==> src/hw/rtl/safh_pkg.sv <==
// safh_pkg: shared constants for the swept box first-hit search
// register indexes, contact sign codes and the window width
// no dependencies
package safh_pkg;

	localparam int WINDOW_BITS  = 16;
	localparam int REG_IDX_BITS = 3;

	localparam logic [REG_IDX_BITS-1:0] REG_MOVER_MIN_X = 3'd0;
	localparam logic [REG_IDX_BITS-1:0] REG_MOVER_MAX_X = 3'd1;
	localparam logic [REG_IDX_BITS-1:0] REG_MOVER_MIN_Y = 3'd2;
	localparam logic [REG_IDX_BITS-1:0] REG_MOVER_MAX_Y = 3'd3;
	localparam logic [REG_IDX_BITS-1:0] REG_VEL_X       = 3'd4;
	localparam logic [REG_IDX_BITS-1:0] REG_VEL_Y       = 3'd5;
	localparam logic [REG_IDX_BITS-1:0] REG_WINDOW_MS   = 3'd6;

	// contact face codes, two bit two's complement
	localparam logic [1:0] SIGN_NONE = 2'b00;
	localparam logic [1:0] SIGN_POS  = 2'b01;
	localparam logic [1:0] SIGN_NEG  = 2'b11;

endpackage

==> src/hw/rtl/swept_aabb_first_hit.sv <==
// swept_aabb_first_hit: earliest-hit search of a moving box against streamed obstacles
// one shared multiplier under a small sequencer does all rational compares
// depends on safh_pkg
//
// Configure the mover box, velocity and window through the write port while idle, then
// stream obstacles. Each obstacle passes the idle cycle, one axis evaluation, nine
// multiplier steps and one finish, or goes to the finish early: from the evaluation when
// an axis misses outright or the request is empty, after the exit compare when the exit
// comes before the entry, and after the window compare when the entry falls outside the
// window. The nine steps are the serial passes through the single multiplier that
// cross-multiplies entry, exit, window and best-so-far times. The block takes no new
// obstacle until the current one finishes. On an item marked last, one result is
// produced and the search state clears; a result waiting on res_stall does not block
// the next obstacle, only the next last request, which holds in the finish step until
// the result is taken. Times come out as exact rationals time_num / time_den.
module swept_aabb_first_hit
	import safh_pkg::*;
#(
	parameter int COORD_BITS = 16,
	parameter int ID_BITS    = 16
) (
	input  logic                               clk,
	input  logic                               arst_n,
	input  logic                               cfg_we,
	input  logic [REG_IDX_BITS-1:0]            cfg_idx,
	input  logic [((COORD_BITS > WINDOW_BITS) ? COORD_BITS : WINDOW_BITS)-1:0] cfg_data,
	input  logic                               obs_valid,
	output logic                               obs_stall,
	input  logic                               has_obstacle,
	input  logic [ID_BITS-1:0]                 obs_id,
	input  logic signed [COORD_BITS-1:0]       obs_x,
	input  logic signed [COORD_BITS-1:0]       obs_y,
	input  logic [COORD_BITS-2:0]              obs_w,
	input  logic [COORD_BITS-2:0]              obs_h,
	input  logic                               last,
	output logic                               res_valid,
	input  logic                               res_stall,
	output logic                               hit,
	output logic [ID_BITS-1:0]                 hit_id,
	output logic [COORD_BITS:0]                time_num,
	output logic [COORD_BITS-2:0]              time_den,
	output logic                               face_axis,
	output logic signed [1:0]                  face_sign
);

	localparam int CB = COORD_BITS;
	localparam int DW = CB - 1;
	localparam int NW = (CB + 1 > WINDOW_BITS) ? CB + 1 : WINDOW_BITS;
	localparam int EW = CB + 3;
	localparam int PW = NW + DW;
	localparam logic [DW-1:0] DMAX = {DW{1'b1}};
	localparam logic [DW-1:0] DONE = DW'(1);

	localparam logic [3:0] ST_IDLE = 4'd0;
	localparam logic [3:0] ST_EVAL = 4'd1;
	localparam logic [3:0] ST_M0   = 4'd2;
	localparam logic [3:0] ST_M1   = 4'd3;
	localparam logic [3:0] ST_M2   = 4'd4;
	localparam logic [3:0] ST_M3   = 4'd5;
	localparam logic [3:0] ST_M4   = 4'd6;
	localparam logic [3:0] ST_M5   = 4'd7;
	localparam logic [3:0] ST_M6   = 4'd8;
	localparam logic [3:0] ST_M7   = 4'd9;
	localparam logic [3:0] ST_M8   = 4'd10;
	localparam logic [3:0] ST_FIN  = 4'd11;

	typedef struct packed {
		logic          ok;
		logic          unb;
		logic [NW-1:0] en;
		logic [NW-1:0] xn;
		logic [DW-1:0] den;
		logic [1:0]    sign;
	} axis_t;

	function automatic axis_t axis_eval(
		input logic signed [CB-1:0] mmin,
		input logic signed [CB-1:0] mmax,
		input logic signed [CB-1:0] omin,
		input logic [CB-2:0]        len,
		input logic signed [CB-1:0] v
	);
		logic signed [EW-1:0] lo, hi, mn, mx, ent, ext;
		logic [CB-1:0] mag;
		axis_t r;
		lo = EW'(omin);
		hi = lo + EW'($signed({1'b0, len}));
		mn = EW'(mmin);
		mx = EW'(mmax);
		r.ok = 1'b0;
		r.unb = 1'b1;
		r.en = '0;
		r.xn = '0;
		r.den = DONE;
		r.sign = SIGN_NONE;
		ent = '0;
		ext = '0;
		mag = '0;
		if (v == '0) begin
			r.ok = !(mx <= lo || mn >= hi);
		end else begin
			if (!v[CB-1]) begin
				ent = lo - mx;
				ext = hi - mn;
				mag = CB'(v);
				r.sign = SIGN_NEG;
			end else begin
				ent = mn - hi;
				ext = mx - lo;
				mag = CB'(-v);
				r.sign = SIGN_POS;
			end
			r.ok = (ext > 0);
			r.unb = 1'b0;
			r.den = (mag > {1'b0, DMAX}) ? DMAX : mag[DW-1:0];
			r.en = (ent > 0) ? NW'(ent) : '0;
			r.xn = NW'(ext);
		end
		return r;
	endfunction

	// configuration
	logic signed [CB-1:0] mmin_x_q, mmax_x_q, mmin_y_q, mmax_y_q, vel_x_q, vel_y_q;
	logic [WINDOW_BITS-1:0] win_q;

	// captured request
	logic [ID_BITS-1:0]   id_q;
	logic signed [CB-1:0] ox_q, oy_q;
	logic [CB-2:0]        ow_q, oh_q;
	logic                 has_q, last_q;

	logic [3:0] state_q;
	axis_t ax_q, ay_q, ax_c, ay_c;

	// chosen entry axis and exit term
	logic [NW-1:0] g_en_q;
	logic [DW-1:0] g_den_q;
	logic [1:0]    g_sign_q;
	logic          g_axis_q;
	logic [NW-1:0] ex_xn_q;
	logic [DW-1:0] ex_den_q;
	logic          ex_unb_q;

	// search state
	logic          found_q;
	logic [ID_BITS-1:0] best_id_q;
	logic [CB:0]   best_num_q;
	logic [DW-1:0] best_den_q;
	logic          best_axis_q;
	logic [1:0]    best_sign_q;

	// result register
	logic          res_valid_q;
	logic          hit_q;
	logic [ID_BITS-1:0] hit_id_q;
	logic [CB:0]   num_q;
	logic [DW-1:0] den_q;
	logic          axis_q;
	logic [1:0]    sign_q;
	logic          res_load;

	logic [NW-1:0] mul_a;
	logic [DW-1:0] mul_b;
	logic [PW-1:0] prod, tmp_q;
	logic          less, same;

	assign ax_c = axis_eval(mmin_x_q, mmax_x_q, ox_q, ow_q, vel_x_q);
	assign ay_c = axis_eval(mmin_y_q, mmax_y_q, oy_q, oh_q, vel_y_q);

	always_comb begin
		mul_a = '0;
		mul_b = DONE;
		case (state_q)
			ST_M0: begin mul_a = ay_q.en;  mul_b = ax_q.den; end
			ST_M1: begin mul_a = ax_q.en;  mul_b = ay_q.den; end
			ST_M2: begin mul_a = ax_q.xn;  mul_b = ay_q.den; end
			ST_M3: begin mul_a = ay_q.xn;  mul_b = ax_q.den; end
			ST_M4: begin mul_a = ex_xn_q;  mul_b = g_den_q;  end
			ST_M5: begin mul_a = g_en_q;   mul_b = ex_den_q; end
			ST_M6: begin mul_a = NW'(win_q); mul_b = g_den_q; end
			ST_M7: begin mul_a = g_en_q;   mul_b = best_den_q; end
			ST_M8: begin mul_a = NW'(best_num_q); mul_b = g_den_q; end
			default: begin mul_a = '0; mul_b = DONE; end
		endcase
	end

	assign prod = PW'(mul_a) * PW'(mul_b);
	assign less = (tmp_q < prod);
	assign same = (tmp_q == prod);

	assign obs_stall = (state_q != ST_IDLE);

	// a last request reports once the result register is free or being taken
	assign res_load = (state_q == ST_FIN) && last_q && (!res_valid_q || !res_stall);

	always_ff @(posedge clk or negedge arst_n) begin
		if (!arst_n) begin
			mmin_x_q <= '0;
			mmax_x_q <= '0;
			mmin_y_q <= '0;
			mmax_y_q <= '0;
			vel_x_q <= '0;
			vel_y_q <= '0;
			win_q <= '0;
		end else if (cfg_we) begin
			case (cfg_idx)
				REG_MOVER_MIN_X: mmin_x_q <= cfg_data[CB-1:0];
				REG_MOVER_MAX_X: mmax_x_q <= cfg_data[CB-1:0];
				REG_MOVER_MIN_Y: mmin_y_q <= cfg_data[CB-1:0];
				REG_MOVER_MAX_Y: mmax_y_q <= cfg_data[CB-1:0];
				REG_VEL_X:       vel_x_q <= cfg_data[CB-1:0];
				REG_VEL_Y:       vel_y_q <= cfg_data[CB-1:0];
				REG_WINDOW_MS:   win_q <= cfg_data[WINDOW_BITS-1:0];
				default: ;
			endcase
		end
	end

	// payload registers
	always_ff @(posedge clk) begin
		if (state_q == ST_IDLE && obs_valid) begin
			id_q <= obs_id;
			ox_q <= obs_x;
			oy_q <= obs_y;
			ow_q <= obs_w;
			oh_q <= obs_h;
		end
		if (state_q == ST_EVAL) begin
			ax_q <= ax_c;
			ay_q <= ay_c;
		end
		if (state_q == ST_M0 || state_q == ST_M2 || state_q == ST_M4 || state_q == ST_M7) begin
			tmp_q <= prod;
		end
		if (state_q == ST_M1) begin
			if (less || (same && vel_x_q != '0)) begin
				g_en_q <= ax_q.en;
				g_den_q <= ax_q.den;
				g_sign_q <= ax_q.sign;
				g_axis_q <= 1'b0;
			end else begin
				g_en_q <= ay_q.en;
				g_den_q <= ay_q.den;
				g_sign_q <= ay_q.sign;
				g_axis_q <= 1'b1;
			end
		end
		if (state_q == ST_M3) begin
			if (ax_q.unb || (!ay_q.unb && !less)) begin
				ex_xn_q <= ay_q.xn;
				ex_den_q <= ay_q.den;
				ex_unb_q <= ay_q.unb;
			end else begin
				ex_xn_q <= ax_q.xn;
				ex_den_q <= ax_q.den;
				ex_unb_q <= 1'b0;
			end
		end
	end

	always_ff @(posedge clk or negedge arst_n) begin
		if (!arst_n) begin
			state_q <= ST_IDLE;
			has_q <= 1'b0;
			last_q <= 1'b0;
			found_q <= 1'b0;
			best_id_q <= '0;
			best_num_q <= '0;
			best_den_q <= DONE;
			best_axis_q <= 1'b0;
			best_sign_q <= SIGN_NONE;
			res_valid_q <= 1'b0;
			hit_q <= 1'b0;
			hit_id_q <= '0;
			num_q <= '0;
			den_q <= DONE;
			axis_q <= 1'b0;
			sign_q <= SIGN_NONE;
		end else begin
			if (res_load) begin
				res_valid_q <= 1'b1;
			end else if (res_valid_q && !res_stall) begin
				res_valid_q <= 1'b0;
			end
			case (state_q)
				ST_IDLE: begin
					if (obs_valid) begin
						has_q <= has_obstacle;
						last_q <= last;
						state_q <= ST_EVAL;
					end
				end
				ST_EVAL: begin
					state_q <= (has_q && ax_c.ok && ay_c.ok) ? ST_M0 : ST_FIN;
				end
				ST_M0: state_q <= ST_M1;
				ST_M1: state_q <= ST_M2;
				ST_M2: state_q <= ST_M3;
				ST_M3: state_q <= ST_M4;
				ST_M4: state_q <= ST_M5;
				ST_M5: begin
					// exit before entry is a miss, touching still hits
					state_q <= (!ex_unb_q && less) ? ST_FIN : ST_M6;
				end
				ST_M6: begin
					state_q <= (PW'(g_en_q) >= prod) ? ST_FIN : ST_M7;
				end
				ST_M7: state_q <= ST_M8;
				ST_M8: begin
					if (!found_q || less || (same && id_q < best_id_q)) begin
						found_q <= 1'b1;
						best_id_q <= id_q;
						best_num_q <= g_en_q[CB:0];
						best_den_q <= g_den_q;
						best_axis_q <= g_axis_q;
						best_sign_q <= g_sign_q;
					end
					state_q <= ST_FIN;
				end
				ST_FIN: begin
					if (!last_q) begin
						state_q <= ST_IDLE;
					end else if (res_load) begin
						hit_q <= found_q;
						hit_id_q <= best_id_q;
						num_q <= best_num_q;
						den_q <= best_den_q;
						axis_q <= best_axis_q;
						sign_q <= best_sign_q;
						found_q <= 1'b0;
						best_id_q <= '0;
						best_num_q <= '0;
						best_den_q <= DONE;
						best_axis_q <= 1'b0;
						best_sign_q <= SIGN_NONE;
						state_q <= ST_IDLE;
					end
				end
				default: state_q <= ST_IDLE;
			endcase
		end
	end

	assign res_valid = res_valid_q;
	assign hit = hit_q;
	assign hit_id = hit_id_q;
	assign time_num = num_q;
	assign time_den = den_q;
	assign face_axis = axis_q;
	assign face_sign = $signed(sign_q);

`ifndef SYNTHESIS
	a_den_nonzero: assert property (@(posedge clk) disable iff (!arst_n)
		best_den_q != '0) else $error("best denominator is zero");
	a_res_from_last: assert property (@(posedge clk) disable iff (!arst_n)
		$rose(res_valid_q) |-> $past(last_q) && $past(state_q) == ST_FIN)
		else $error("result without a last request");
	a_res_hold: assert property (@(posedge clk) disable iff (!arst_n)
		res_valid_q && res_stall |=> res_valid_q && $stable(hit_id_q) && $stable(num_q))
		else $error("stalled result changed");
	a_nohit_clean: assert property (@(posedge clk) disable iff (!arst_n)
		!found_q |-> best_num_q == '0 && best_den_q == DONE && best_sign_q == SIGN_NONE)
		else $error("search state not clear without a hit");
`endif

endmodule

==> config.mk <==
export PLATFORM = sky130hd
export DESIGN_NAME = swept_aabb_first_hit
export DESIGN_NICKNAME = d
export VERILOG_FILES = /design/src/hw/rtl/safh_pkg.sv /design/src/hw/rtl/swept_aabb_first_hit.sv
export SDC_FILE = /design/constraint.sdc
export NUM_CORES = 2
export LEC_CHECK = 0
export BUFFER_PORTS_ARGS = -buffer_cell sky130_fd_sc_hd__buf_2
export CAP_MARGIN = 20
export CORE_MARGIN = 5
export CORE_UTILIZATION = 65
export DETAILED_ROUTE_END_ITERATION = 16
export GPL_TIMING_DRIVEN = 0
export PLACE_DENSITY = 0.87
export REMOVE_ABC_BUFFERS = 1
export SYNTH_ARGS = -nofsm -noshare
export SYNTH_HDL_FRONTEND = slang
export SYNTH_SLANG_ARGS = --single-unit
==> constraint.sdc <==
create_clock -name clk -period 25.7 [get_ports clk]
set_input_delay 3.855 -clock clk [delete_from_list [all_inputs] [get_ports clk]]
set_output_delay 3.855 -clock clk [all_outputs]
set_load 0.05 [all_outputs]
==> impl_metrics.py <==
metrics = {
    "grt": {
        "grt_pass1_wl_mm": 165,
        "antenna_found_initial": 3,
        "grt_remaining_overflow": 0,
        "grt_max_degree": 123,
        "grt_use_total": 0.328,
        "grt_pass1_vias": 30271,
    },
    "clock_network": {
        "cts_root_buffer": "clkbuf_16",
        "cts.clk_slew.worst_paths_ns": 0.06,
        "clk_latency_ns": 0.66,
        "cts_buffers": 54,
        "post-cts-setup-buffers": 0,
        "cts_tree": "built",
        "cts_resized": 0,
        "cts_num_sinks": 505,
        "cts_max_path_buffers": 3,
        "post_cts_hold_buffer_count": 0,
        "htreeDepth": 2,
    },
    "detailed_routing": {
        "wl_mm": 106,
        "wl_met1_mm": 39.9,
        "post_drt_wl_per_cell_um": 22.0,
        "dr_total_vias": 30173,
        "routed.top_layer": "met4",
        "viasPerCell": 6.28,
        "drc_errors": 0,
        "drt_iter0_drc": 3545,
        "ant_nets": 0,
        "wl_met3_mm": 10.7,
        "first_pass_iters": 12,
        "wl_met2_mm": 48.5,
    },
    "synth": {
        "async_flop_share": 0.442,
        "syn-mean-instance-area_um2": 9.77,
        "syn_area_mm2": 0.0381,
        "synth.yosys.seq_area_share": 0.369,
        "synth.distinct_cells": 88,
        "yosys_warnings": 0,
        "ys_ff_latch": 505,
        "synth_edf_count": 282,
        "syn_inst": 3901,
        "synth_flop_cell": "edfxtp_1",
    },
    "worst_setup_path": {
        "cp_max_fo": 36,
        "path_class": "reg2reg",
        "slowest_stage": "a21oi_2",
        "critPathCaptureType": "flip-flop",
        "required_ns": 26.22,
        "startpoint_type": "flip-flop",
        "cp_num_buf_inv": 10,
        "cp_top_family": "simple AND/OR/NAND/NOR gates",
        "path_common_cell": "inv_1",
        "arrival_ns": 14.02,
        "slowest_delay_ns": 0.86,
    },
    "floorplan": {
        "core_mm2": 0.0579,
        "io-pin-count": 158,
        "start_util": 0.658,
        "dieArea_mm2": 0.0636,
        "die_w_um": 252,
        "row_count": 88,
        "die_h_um": 252,
    },
    "sta": {
        "fin_setup_tns_ns": 0,
        "drv_slew": 0,
        "finalHoldViolCount": 0,
        "rsz0062_at_grt": "no",
        "min_period_ns": 13.50,
        "slew_headroom": 0.157,
        "finClkSkew_ns": 0.0544,
        "tightest_slew_ns": 1.27,
        "fmax_mhz": 74.0,
        "finalCritPeriodShare": 0.525,
        "setup_viol": 0,
    },
    "finish": {
        "finalNetCount": 4622,
        "syn2layout_area_growth_pct": 10.2,
        "drive_gt1_frac": 0.115,
        "fillers": 3918,
    },
    "run_status": {
        "status": "finished, final reports clean",
    },
    "min_path": {
        "min_path_type": "reg2reg",
    },
    "run": {
        "max-cap-violations": 0,
    },
    "place": {
        "dp_hpwl_mm": 78.2,
        "port-buffer-count": 157,
        "finalWeightedCongestion": 0.963,
    },
}
-- worst reg2reg max path, delay by kind of cell, from the launching register on --
kind            cells  cell delay (ns)
fa+ha+maj           8             3.74
simple gates       13             3.77
flops               1             0.84
xor+xnor            1             0.27
buf+inv            10             1.05
compound gates     12             3.73
-- synth_stat cells, types with 7 or more instances --
library cell	n	area share
a2111oi_0	10	0.0023
a211o_1	13	0.0030
a211oi_1	52	0.010
a21boi_0	8	0.0016
a21o_1	66	0.013
a21oi_1	178	0.023
a222oi_1	22	0.0058
a22oi_1	43	0.0085
a31oi_1	14	0.0023
and2_1	21	0.0034
and3_1	20	0.0033
and4_1	8	0.0018
buf_1	10	0.00098
clkbuf_1	164	0.016
dfrtp_1	221	0.15
edfxtp_1	282	0.22
fa_1	203	0.11
ha_1	324	0.11
inv_1	511	0.050
mux2_1	51	0.015
mux2_2	113	0.033
mux2i_1	13	0.0034
nand2_1	381	0.038
nand2b_1	39	0.0064
nand3_1	97	0.013
nand4_1	22	0.0036
nor2_1	291	0.029
nor2b_1	40	0.0066
nor3_1	47	0.0062
nor3b_1	11	0.0022
nor4_1	7	0.0011
o2111ai_1	7	0.0016
o211ai_1	13	0.0026
o21a_1	36	0.0071
o21ai_0	198	0.026
o21ai_1	23	0.0030
o21bai_1	27	0.0053
o22ai_1	7	0.0011
o31ai_1	13	0.0026
o41ai_1	12	0.0028
or3_1	15	0.0025
xnor2_1	111	0.026
xor2_1	69	0.016
-- flip-flops by register name (all words and copies together), names as in the netlist, 17 cells and up --
signal      cells
ax_q           52
ay_q           52
best_num_q     17
ex_xn_q        17
g_en_q         17
time_num       17
tmp_q          32
-- layer usage --
layer | up-vias | global-route usage
met5 | - | 0
met4 | 0 | 0.176
met3 | 382 | 0.0607
met2 | 1756 | 0.522
met1 | 14515 | 0.432
li1 | 13520 | -
-- cells by family (layout without fill, tap and decap cells) --
| group | Yosys count | in the layout | synth area share |
|---|---|---|---|
| muxes | 177 | 177 | 0.0519 |
| AOI/OAI and AO/OA | 782 | 782 | 0.133 |
| xor gates and xnor gates | 180 | 180 | 0.0414 |
| adders and majority gates | 527 | 527 | 0.213 |
| and+or+nand+nor | 1036 | 1036 | 0.124 |
| buffers and inverters | 694 | 829 | 0.0687 |
| other | 0 | 1 | 0 |
| DFF | 505 | 505 | 0.369 |
-- layout make-up --
| type | instances | area [um2] | share of cell area |
|---|---|---|---|
| Antenna cell | 1 | 2.50 | 0.0000596 |
| Timing Repair Buffer | 214 | 1560 | 0.0372 |
| Clock inverter | 27 | 404 | 0.00962 |
| Clock buffer | 74 | 1520 | 0.0362 |
| Multi-Input combinational cell | 2702 | 21600 | 0.514 |
| Inverter | 514 | 1930 | 0.0460 |
| Tap cell | 765 | 957 | 0.0228 |
| Sequential cell | 505 | 14100 | 0.335 |
-- final timing paths --
| path | slack (ns) | depth (start not counted) | startpoint | endpoint |
|---|---|---|---|---|
| max | 12.20 | 44 | state_q[3] | best_id_q[2] |
| min | 0.47 | 2 | hit_id[13] | hit_id[13] |
| max reg2reg | 12.20 | 44 | state_q[3] | best_id_q[2] |
| min reg2reg | 0.47 | 2 | hit_id[13] | hit_id[13] |
| max in group asynchronous | 21.30 | 2 | arst_n | time_num[4] |
| min in group asynchronous | 3.28 | 1 | arst_n | mmin_y_q[10] |
-- metrics by stage --
step | cells | hold slack [ns] | setup WS (ns) | util | instance area, um2
6_report | 4802 | 0.472 | 12.20 | 0.725 | 42000
5_1_grt | 4801 | 0.507 | 11.70 | 0.725 | 42000
4_1_cts | 4796 | 0.481 | 12.50 | 0.724 | 41900
3_5_place_dp | 4695 | 0.466 | 12.59 | 0.691 | 40000
3_3_place_gp | 4643 | 0.457 | 1.41 | 0.676 | 39200
2_1_floorplan | 3721 | 0.464 | 8.60 | - | 37400
-- layout by cell type (no fill, tap or decap), drive strengths merged, types with 21 or more instances in the layout --
| cell type | netlist | final |
|---|---|---|
| o21a | 36 | 36 |
| xnor2 | 111 | 111 |
| clkbuf | 164 | 75 |
| ha | 324 | 324 |
| dfrtp | 221 | 221 |
| nor3 | 47 | 47 |
| o21ai | 221 | 221 |
| and3 | 21 | 21 |
| nor2 | 291 | 291 |
| a21oi | 180 | 180 |
| edfxtp | 282 | 282 |
| nand4 | 22 | 22 |
| nand2 | 381 | 381 |
| nand2b | 39 | 39 |
| fa | 203 | 203 |
| a21o | 69 | 69 |
| and2 | 22 | 22 |
| nor2b | 40 | 40 |
| buf | 16 | 213 |
| o21bai | 27 | 27 |
| xor2 | 69 | 69 |
| inv | 513 | 515 |
| a22oi | 43 | 43 |
| a222oi | 22 | 22 |
| mux2 | 164 | 164 |
| a211oi | 53 | 53 |
| nand3 | 97 | 97 |
Power is not shown: default switching activity piles up to over one toggle a cycle in this logic, so the estimate is an artifact.
